## config.mk

```make
export PLATFORM = sky130hd
export DESIGN_NAME = yuyv_to_rgb_pixel_pair_top
export DESIGN_NICKNAME = d
export VERILOG_FILES = /design/src/hw/rtl/yuv2rgb_pkg.sv /design/src/hw/rtl/yuyv_to_rgb_pixel_pair_top.sv
export SDC_FILE = /design/constraint.sdc
export NUM_CORES = 1
export LEC_CHECK = 0
export ABC_AREA = 0
export BUFFER_PORTS_ARGS = -buffer_cell sky130_fd_sc_hd__buf_4
export CORE_AREA = 2 2 211 213
export CTS_BUF_LIST = sky130_fd_sc_hd__clkbuf_2
export CTS_CLUSTER_SIZE = 12
export DETAILED_ROUTE_END_ITERATION = 7
export DIE_AREA = 0 0 213 215
export PLACE_DENSITY = 0.77
export SLEW_MARGIN = 20
export SYNTH_ARGS = -nofsm -noshare
export SYNTH_HDL_FRONTEND = slang
export SYNTH_SLANG_ARGS = --single-unit
```

## constraint.sdc

```tcl
create_clock -name aclk -period 6.52 [get_ports aclk]
set_input_delay 0.652 -clock aclk [delete_from_list [all_inputs] [get_ports aclk]]
set_output_delay 0.652 -clock aclk [all_outputs]
set_load 0.05 [all_outputs]
```

## src/hw/rtl/yuv2rgb_pkg.sv

```systemverilog
// ----------------------------------------------------------------------------
// yuv2rgb_pkg
// constants, widths and arithmetic helpers for the yuyv to rgb888 converter
// ----------------------------------------------------------------------------
package yuv2rgb_pkg;

    // field widths
    localparam int unsigned SampleW  = 8;
    localparam int unsigned OffsetW  = SampleW + 1;      // signed chroma offset
    localparam int unsigned CoefW    = 17;               // unsigned q.16 coefficients
    localparam int unsigned FracBits = 16;
    localparam int unsigned ProdW    = CoefW + OffsetW;  // signed product
    localparam int unsigned AccW     = 28;               // signed channel sum

    localparam int unsigned InDataW  = 4 * SampleW;
    localparam int unsigned OutDataW = 6 * SampleW;

    // q.16 coefficients, rounded to nearest
    localparam logic [CoefW-1:0] CoefRCr = 17'd92176;
    localparam logic [CoefW-1:0] CoefGCb = 17'd22643;
    localparam logic [CoefW-1:0] CoefGCr = 17'd46983;
    localparam logic [CoefW-1:0] CoefBCb = 17'd116589;

    localparam logic [SampleW-1:0] ChromaMid = 8'd128;
    localparam logic [SampleW-1:0] ChanMax   = 8'd255;

    // top of the channel range in q.16
    localparam logic signed [AccW-1:0] ChanTop =
        AccW'(signed'({1'b0, ChanMax, {FracBits{1'b0}}}));

    typedef logic signed [OffsetW-1:0] offset_t;
    typedef logic signed [ProdW-1:0]   prod_t;
    typedef logic signed [AccW-1:0]    acc_t;
    typedef logic [SampleW-1:0]        sample_t;

    // chroma sample minus 128
    function automatic offset_t chroma_offset(input sample_t c);
        offset_t r;
        r = offset_t'({1'b0, c}) - offset_t'({1'b0, ChromaMid});
        return r;
    endfunction

    // unsigned coefficient times signed offset
    function automatic prod_t coef_mul(input logic [CoefW-1:0] coef, input offset_t off);
        logic signed [CoefW:0] c;
        prod_t                 p;
        c = signed'({1'b0, coef});
        // both operands widened to the product width before the multiply
        p = prod_t'(c) * prod_t'(off);
        return p;
    endfunction

    // luma scaled to q.16, zero-extended to accumulator width
    function automatic acc_t luma_base(input sample_t y);
        acc_t r;
        r = acc_t'({4'b0, y, {FracBits{1'b0}}});
        return r;
    endfunction

    // saturate to 0..255 and drop the fraction
    function automatic sample_t clamp_channel(input acc_t acc);
        sample_t r;
        if (acc <= 0) begin
            r = '0;
        end else if (acc >= ChanTop) begin
            r = ChanMax;
        end else begin
            r = acc[FracBits +: SampleW];
        end
        return r;
    endfunction

endpackage

```

## src/hw/rtl/yuyv_to_rgb_pixel_pair_top.sv

```systemverilog
// ----------------------------------------------------------------------------
// yuyv_to_rgb_pixel_pair_top
// converts one packed yuyv word into two rgb888 pixels
// ----------------------------------------------------------------------------
// usage:
//   s_ channel takes one yuyv word per request, m_ channel returns one
//   pair of rgb888 pixels per request, in the same order
//   each channel is luma plus or minus fixed q.16 multiples of (chroma - 128),
//   saturated to 0..255 with the fraction truncated
// path: each request passes four register stages: offset, multiply, sum, clamp
// throughput: one request per cycle while m_tready is high, set by the four
//   register stages; each stage holds one item and moves when the next frees up
// reset: aresetn low clears every stage valid bit, so no result is shown;
//   the arithmetic itself holds no state
// stall: with m_tready low the output stage holds its result, the stages
//   behind it keep filling any empty slot, and s_tready falls only when all
//   four stages are full; nothing is dropped or repeated
// ----------------------------------------------------------------------------
module yuyv_to_rgb_pixel_pair_top (
    input  logic                              aclk,
    input  logic                              aresetn,
    // luma_first, chroma_blue, luma_second, chroma_red
    input  logic [yuv2rgb_pkg::InDataW-1:0]   s_tdata,
    input  logic                              s_tvalid,
    output logic                              s_tready,
    // red_first, green_first, blue_first, red_second, green_second, blue_second
    output logic [yuv2rgb_pkg::OutDataW-1:0]  m_tdata,
    output logic                              m_tvalid,
    input  logic                              m_tready
);

    // stage 1: luma samples and chroma offsets
    logic                       v1_reg;
    yuv2rgb_pkg::sample_t       y0_1_reg, y1_1_reg;
    yuv2rgb_pkg::offset_t       cb_1_reg, cr_1_reg;

    // stage 2: coefficient products
    logic                       v2_reg;
    yuv2rgb_pkg::sample_t       y0_2_reg, y1_2_reg;
    yuv2rgb_pkg::prod_t         p_rcr_reg, p_gcb_reg, p_gcr_reg, p_bcb_reg;
    yuv2rgb_pkg::prod_t         p_rcr_next, p_gcb_next, p_gcr_next, p_bcb_next;

    // stage 3: channel sums in q.16
    logic                       v3_reg;
    yuv2rgb_pkg::acc_t          r0_reg, g0_reg, b0_reg, r1_reg, g1_reg, b1_reg;
    yuv2rgb_pkg::acc_t          r0_next, g0_next, b0_next, r1_next, g1_next, b1_next;
    yuv2rgb_pkg::acc_t          chroma_g_sum;

    // stage 4: clamped output register
    logic                       v4_reg;
    logic [yuv2rgb_pkg::OutDataW-1:0] out_reg, out_next;

    // each stage loads when empty or when the stage after it moves on
    logic rdy1, rdy2, rdy3, rdy4;

    assign rdy4     = !v4_reg || m_tready;
    assign rdy3     = !v3_reg || rdy4;
    assign rdy2     = !v2_reg || rdy3;
    assign rdy1     = !v1_reg || rdy2;
    assign s_tready = rdy1;

    assign m_tvalid = v4_reg;
    assign m_tdata  = out_reg;

    // valid bits
    always_ff @(posedge aclk) begin
        if (!aresetn) begin
            v1_reg <= 1'b0;
            v2_reg <= 1'b0;
            v3_reg <= 1'b0;
            v4_reg <= 1'b0;
        end else begin
            if (rdy1) v1_reg <= s_tvalid;
            if (rdy2) v2_reg <= v1_reg;
            if (rdy3) v3_reg <= v2_reg;
            if (rdy4) v4_reg <= v3_reg;
        end
    end

    // multiplies, one per coefficient, shared by both pixels
    always_comb begin
        p_rcr_next = yuv2rgb_pkg::coef_mul(yuv2rgb_pkg::CoefRCr, cr_1_reg);
        p_gcb_next = yuv2rgb_pkg::coef_mul(yuv2rgb_pkg::CoefGCb, cb_1_reg);
        p_gcr_next = yuv2rgb_pkg::coef_mul(yuv2rgb_pkg::CoefGCr, cr_1_reg);
        p_bcb_next = yuv2rgb_pkg::coef_mul(yuv2rgb_pkg::CoefBCb, cb_1_reg);
    end

    // channel sums
    always_comb begin
        chroma_g_sum = yuv2rgb_pkg::acc_t'(p_gcb_reg) + yuv2rgb_pkg::acc_t'(p_gcr_reg);
        r0_next = yuv2rgb_pkg::luma_base(y0_2_reg) + yuv2rgb_pkg::acc_t'(p_rcr_reg);
        g0_next = yuv2rgb_pkg::luma_base(y0_2_reg) - chroma_g_sum;
        b0_next = yuv2rgb_pkg::luma_base(y0_2_reg) + yuv2rgb_pkg::acc_t'(p_bcb_reg);
        r1_next = yuv2rgb_pkg::luma_base(y1_2_reg) + yuv2rgb_pkg::acc_t'(p_rcr_reg);
        g1_next = yuv2rgb_pkg::luma_base(y1_2_reg) - chroma_g_sum;
        b1_next = yuv2rgb_pkg::luma_base(y1_2_reg) + yuv2rgb_pkg::acc_t'(p_bcb_reg);
    end

    // saturate and pack, red of the first pixel lowest
    always_comb begin
        out_next = {yuv2rgb_pkg::clamp_channel(b1_reg),
                    yuv2rgb_pkg::clamp_channel(g1_reg),
                    yuv2rgb_pkg::clamp_channel(r1_reg),
                    yuv2rgb_pkg::clamp_channel(b0_reg),
                    yuv2rgb_pkg::clamp_channel(g0_reg),
                    yuv2rgb_pkg::clamp_channel(r0_reg)};
    end

    // payload registers
    always_ff @(posedge aclk) begin
        if (rdy1) begin
            y0_1_reg <= s_tdata[0 +: yuv2rgb_pkg::SampleW];
            cb_1_reg <= yuv2rgb_pkg::chroma_offset(
                            s_tdata[yuv2rgb_pkg::SampleW +: yuv2rgb_pkg::SampleW]);
            y1_1_reg <= s_tdata[2*yuv2rgb_pkg::SampleW +: yuv2rgb_pkg::SampleW];
            cr_1_reg <= yuv2rgb_pkg::chroma_offset(
                            s_tdata[3*yuv2rgb_pkg::SampleW +: yuv2rgb_pkg::SampleW]);
        end
        if (rdy2) begin
            y0_2_reg  <= y0_1_reg;
            y1_2_reg  <= y1_1_reg;
            p_rcr_reg <= p_rcr_next;
            p_gcb_reg <= p_gcb_next;
            p_gcr_reg <= p_gcr_next;
            p_bcb_reg <= p_bcb_next;
        end
        if (rdy3) begin
            r0_reg <= r0_next;
            g0_reg <= g0_next;
            b0_reg <= b0_next;
            r1_reg <= r1_next;
            g1_reg <= g1_next;
            b1_reg <= b1_next;
        end
        if (rdy4) begin
            out_reg <= out_next;
        end
    end

`ifndef ASSERT_OFF
    // a free output lets the whole chain take a new request
    a_ready_chain: assert property (@(posedge aclk) disable iff (!aresetn)
        m_tready |-> s_tready)
        else $error("input stalled while output side is ready");

    // an item in stage 1 moves into stage 2 when stage 2 opens
    a_stage_move: assert property (@(posedge aclk) disable iff (!aresetn)
        (v1_reg && rdy2) |=> v2_reg)
        else $error("item lost between stage 1 and stage 2");

    // a held result keeps the sum stage from overwriting it
    a_hold_out: assert property (@(posedge aclk) disable iff (!aresetn)
        (v4_reg && !m_tready) |=> (v4_reg && $stable(out_reg)))
        else $error("stalled result changed");

    // reset empties the pipeline
    a_reset_empty: assert property (@(posedge aclk)
        !aresetn |=> (!v1_reg && !v2_reg && !v3_reg && !m_tvalid))
        else $error("valid bit survived reset");
`endif

endmodule
```

* After elaboration in Yosys (flattened, before gate mapping)
Cells that the tools add are included.
Word-level totals: logic and storage cells 65, output and inout port bits 50, bits of input ports 36, register bits after elaboration 365
Cells by class: multipliers 4, reductions and logical operators 8, add/subtract/negate cells 9, magnitude comparators 12, muxes and demuxes 6
Operator list (number):
- $add A25 B26 Y27 | 5
- $ge A27 B25 Y1 const B | 4
- $le A27 B1 Y1 const B | 4
- $ge A28 B25 Y1 const B | 2
- $le A28 B1 Y1 const B | 2
- $sub A25 B27 Y28 | 2
- $mux W8 | 6
- $mul A17 B9 Y26 const A | 1
- $mul A18 B9 Y26 const A | 1
- $mul A16 B9 Y25 const A | 1
- $mul A14 B9 Y22 const A | 1
- $sub A8 B8 Y9 const B | 2
- $logic_not A1 Y1 | 4
- $logic_or A1 B1 Y1 | 4

* Longest topological paths before layout
depth after elaboration 5, depth in mapped cells 23, depth with buffers taken out 23

* Worst setup path before layout
No wires, ideal clock.
path type flip-flop to flip-flop, start register cb_1_reg[5], end register p_bcb_reg[24] (data pin), setup slack 0.815 ns, data arrival time 5.439 ns, cell stages (with the launch flop) 20, buffers on the path 0, clock period less this slack 5.705 ns, setup time 0.266 ns, required time 6.254 ns, path through edfxtp_1 > ha_1 > inv_1 > fa_1 > inv_1 > fa_1 > fa_1 > fa_1 > ha_1 > nor2b_1 > o21ai_0 > a21boi_0 > o21ai_0 > a21oi_1 > o21a_1 > o31a_1 > or4_1 > a31o_2 > o41ai_1 > xnor2_1
On the way: word-level cells in the longest chain between the ends 1
RTL lines:
- start: declaration | RTL line yuyv_to_rgb_pixel_pair_top.sv:35 | yuv2rgb_pkg::offset_t cb_1_reg, cr_1_reg;
- start signal: assignment | RTL line yuyv_to_rgb_pixel_pair_top.sv:113 | cb_1_reg <= yuv2rgb_pkg::chroma_offset(
- $mul A18 B9 Y26 | RTL line yuv2rgb_pkg.sv:49 | p = prod_t'(c) * prod_t'(off);
- via p_bcb_next[24] | RTL line yuyv_to_rgb_pixel_pair_top.sv:41 | yuv2rgb_pkg::prod_t p_rcr_next, p_gcb_next, p_gcr_next, p_bcb_next;
- end signal: assignment | RTL line yuyv_to_rgb_pixel_pair_top.sv:125 | p_bcb_reg <= p_bcb_next;
- end: declaration | RTL line yuyv_to_rgb_pixel_pair_top.sv:40 | yuv2rgb_pkg::prod_t p_rcr_reg, p_gcb_reg, p_gcr_reg, p_bcb_reg;
The timed path passes the listed nets, and every way through them passes these cells. A chain may end at the register's enable or synchronous reset.

* Worst setup path after layout
start register cb_1_reg[3], end register p_bcb_reg[24] (data pin)
The elaborated chain is that of the path after synthesis.

==> impl_results.md <==
- Outcome: completed
- Setup TNS: 0 ps
- M1 WL: around 21 mm
- Max Cap Violations: 0
- Avg Cell Area, Syn: 12.0 sq um
- Worst-Skew Late Latency: around 1000 ps
- First-pass DRT Iterations: 5
- Critical Path RT: ~7300 ps
- HPWL Detailed: roughly 38 mm
- HP Class: input port to flip-flop
- DRT iter0 DRCs: between 800 and 900
- Worst-Margin Slew: between 1000 and 1500 ps
- Netlist cell types: just under 80
- Cell type with the largest total area after synthesis: edfxtp_1
- Leak: 11.2 nW
- Synth warnings: 0
- Clock slew at reported path FFs: approximately 100 ps
- Clock Power Share: 0.103
- Tot GR Track Use: 0.216
- Largest family of logic cells by synthesized area: adder cells
- Max clock buf depth: 3
- Setup crit start kind: flip-flop
- Clock sink count: roughly 310
- Worst Setup End Kind: flip-flop
- Area growth, synth to finish: 11.7%
- Drt wl/cell: between 15 and 20 um
- Nets: about 2500
- Root Buffer: clkbuf_2
- Initial antenna violation count: 1
- Chip width: around 210 um
- Worst slew margin: 0.294
- Simple-Gate Fraction of Synth Area: 0.0763
- Largest net degree at the start of global routing: 84
- Ys async rst share: 0
- Vias: ~14000
- # rows: 77
- Post-Syn Area: 21900 sq um
- Vias in the first global route: approximately 15000
- Post-synth EDFFs: around 310
- Grt ovf: 0
- Max reg flops: 48
- TritonCTS clock tree: yes
- Commonest non-fill, non-tap cell in the layout: ha_1
- Final setup fails: 0
- FF+latch area: approximately 9200 sq um
- Proportion of synthesized area in mux cells: 0.00188
- Starting Density: 0.503
- Max VDD drop: between 0.2 and 0.3 mV
- Switch Pwr: just under 6 mW
- Tcrit/Tclk final: 0.949
- Peak Freq: 162 MHz
- Final hold vios: 0
- Critical Path AT: roughly 7000 ps
- RSZ-0062 raised after global routing: no
- Routed wl met3: 2.26 mm
- TritonCTS Buffers: 80
- Synthesized flop and latch total: 309
- Vias/cell: 5.37
- Multi-input logic area: 11700 sq um
- Max Slew Vio Count: 0
- Post-Synth Adder-Cell Area: 0.291
- Final Skew: approximately 66 ps
- Slowest-stage cell, CP: edfxtp_1
- Routed Antenna Nets: 0
- Crit path max-delay family: adder cells
- CP bufs+invs: 2
- DRC: 0
- Critical path class: flip-flop to flip-flop
- First-pass GRT wire length: ~76 mm
- Die H: about 220 um
- Net count after synthesis: 2308
- Most used DFF post-synth: edfxtp_1
- Share of cells above drive strength 1: 0.123
- Fraction of synthesized cell area in xor and xnor cells: 0.0571
- CP peak stage delay: between 600 and 700 ps
- Post-layout min period: 6190 ps
- Post-synthesis compound-gate area fraction: 0.106
- Internal Dissipation: between 7 and 8 mW
- Cells after Synth: between 1500 and 2000
- Fill cell count: 3624
- # port buffers: 85
- Highest metal used: met4
- Pwr dens: 528 nW/um^2
- Most frequent cells in the layout: ha_1, edfxtp_1, inv_1
- Detailed Route WL: just under 50 mm
- Top post-synthesis cells by area: edfxtp_1, ha_1, fa_1
- Global placement routability congestion: approximately 0.96
- Met2 wire len: between 20 and 25 mm
- Post-synthesis sequential area ratio: 0.421
- CORE AREA: between 40000 and 50000 sq um
- Area of the die: approximately 46000 sq um
- Top Ports: 86
- Register share of total power: 0.294
- Worst-path cell chain: ha_1 -> ha_1 -> inv_1 -> fa_1 -> inv_1 -> fa_1 -> fa_1 -> ha_1 -> nor2b_1 -> o21ai_0 -> a21boi_0 -> o21ai_0 -> a21oi_1 -> o21a_1 -> o31a_1 -> or4_1 -> a31o_2 -> o41ai_1 -> xnor2_1
- Crit path max fanout: 8
- Switching share of power: 0.446
- H-tree Lvls: 3
- Top cell type's share of synthesized area: 0.417
- Logic pwr share: 0.603
- Total power draw: roughly 13 mW
[metrics by stage]
step | std cells | hold WS [ps] | instance area [sq um] | util | worst slack, ps
2_1_floorplan | 1832 | 400 | 21900 | - | 815
3_3_place_gp | 2509 | 401 | 23400 | 0.536 | 368
3_5_place_dp | 2509 | 406 | 23400 | 0.536 | 241
4_1_cts | 2684 | 224 | 24500 | 0.560 | 200
5_1_grt | 2692 | 308 | 24500 | 0.562 | 31.2
6_report | 2692 | 334 | 24500 | 0.562 | 330
[Yosys cell counts, types with 3 or more instances]
master and count:
ha_1 325, edfxtp_1 305, inv_1 261, fa_1 115, xnor2_1 102, nor2_1 90
a21oi_1 80, o21a_1 59, nand2_1 43, o21ai_0 42, xor2_1 41, nor3_1 35
a21o_1 32, nand3_1 26, nor4_1 24, o21bai_1 18, nor2b_1 17, or2_2 14
a31oi_1 13, clkbuf_1 13, o211ai_1 13, a21boi_0 12, and3_1 12, nand2b_1 12
or3_1 12, a211oi_1 9, a41oi_1 8, and2_1 7, o31ai_1 6, a31o_2 5
and4_1 4, dfxtp_1 4, nand4_1 4, or4_1 4, a2111oi_0 3, a211o_1 3
mux2i_1 3, nand3b_1 3, o311ai_0 3, o31a_1 3, or2_1 3
[metal layers]
layer / vias up / track usage
met2: 375 / 0.358
met4: 0 / 0.0939
li1: 7031 / -
met5: - / 0
met1: 6964 / 0.277
met3: 98 / 0.0373
[area by class of cell]
class / instances / share of cell area
Tap cell: 592 / 0.0302
Clock buffer: 107 / 0.0218
Inverter: 261 / 0.0401
Clock inverter: 33 / 0.00771
Sequential cell: 309 / 0.377
Multi-Input combinational cell: 1248 / 0.476
Antenna cell: 1 / 0.000102
Timing Repair Buffer: 141 / 0.0468
[what timing repair did]
item                       in CTS  in global routing
buffers inserted                0                  7
resized for setup               0                  1
hold buffers                   35                  0
setup endpoints to repair       0                  1
hold endpoints to repair       36                  0
[logic make-up (layout without fill, tap and decap cells)]
logic type | Yosys count | in the layout
XOR/XNOR | 143 | 143
AND/OR/NAND/NOR | 322 | 322
other | 0 | 1
flip-flops | 309 | 309
multiplexers | 4 | 4
AO/OA/AOI/OAI | 338 | 338
buffers and inverters | 275 | 542
adder cells (fa/ha/maj) | 441 | 441
[power by group through the flow]
stage | clock [mW] | sequential (mW) | combinational, mW
final | 1.33 | 3.80 | 7.80
after global routing | 1.48 | 3.87 | 8.61
after CTS | 1.39 | 3.80 | 7.74
after detailed placement | 0 | 3.84 | 7.67
after global placement | 0 | 3.81 | 7.49
after floorplan | 0 | 4.23 | 5.42
[path summary, 6_finish.rpt]
check,slack [ps],start,endpoint,cells after the start
hold / removal,330,s_tdata[26],cr_1_reg[2],2
setup reg to reg,330,cb_1_reg[3],p_bcb_reg[24],19
hold reg to reg,410,p_bcb_reg[15],b0_reg[15],0
setup / recovery,330,cb_1_reg[3],p_bcb_reg[24],19
[worst register-to-register path: stages, from the launching register on]
cell,delay [ps]
edfxtp_1,630
ha_1,610
ha_1,310
inv_1,90
fa_1,540
inv_1,50
fa_1,400
fa_1,460
ha_1,350
nor2b_1,140
o21ai_0,230
a21boi_0,160
o21ai_0,250
a21oi_1,130
o21a_1,230
o31a_1,280
or4_1,430
a31o_2,230
o41ai_1,330
xnor2_1,100
No activity file was read; power rests on OpenSTA's default activity.
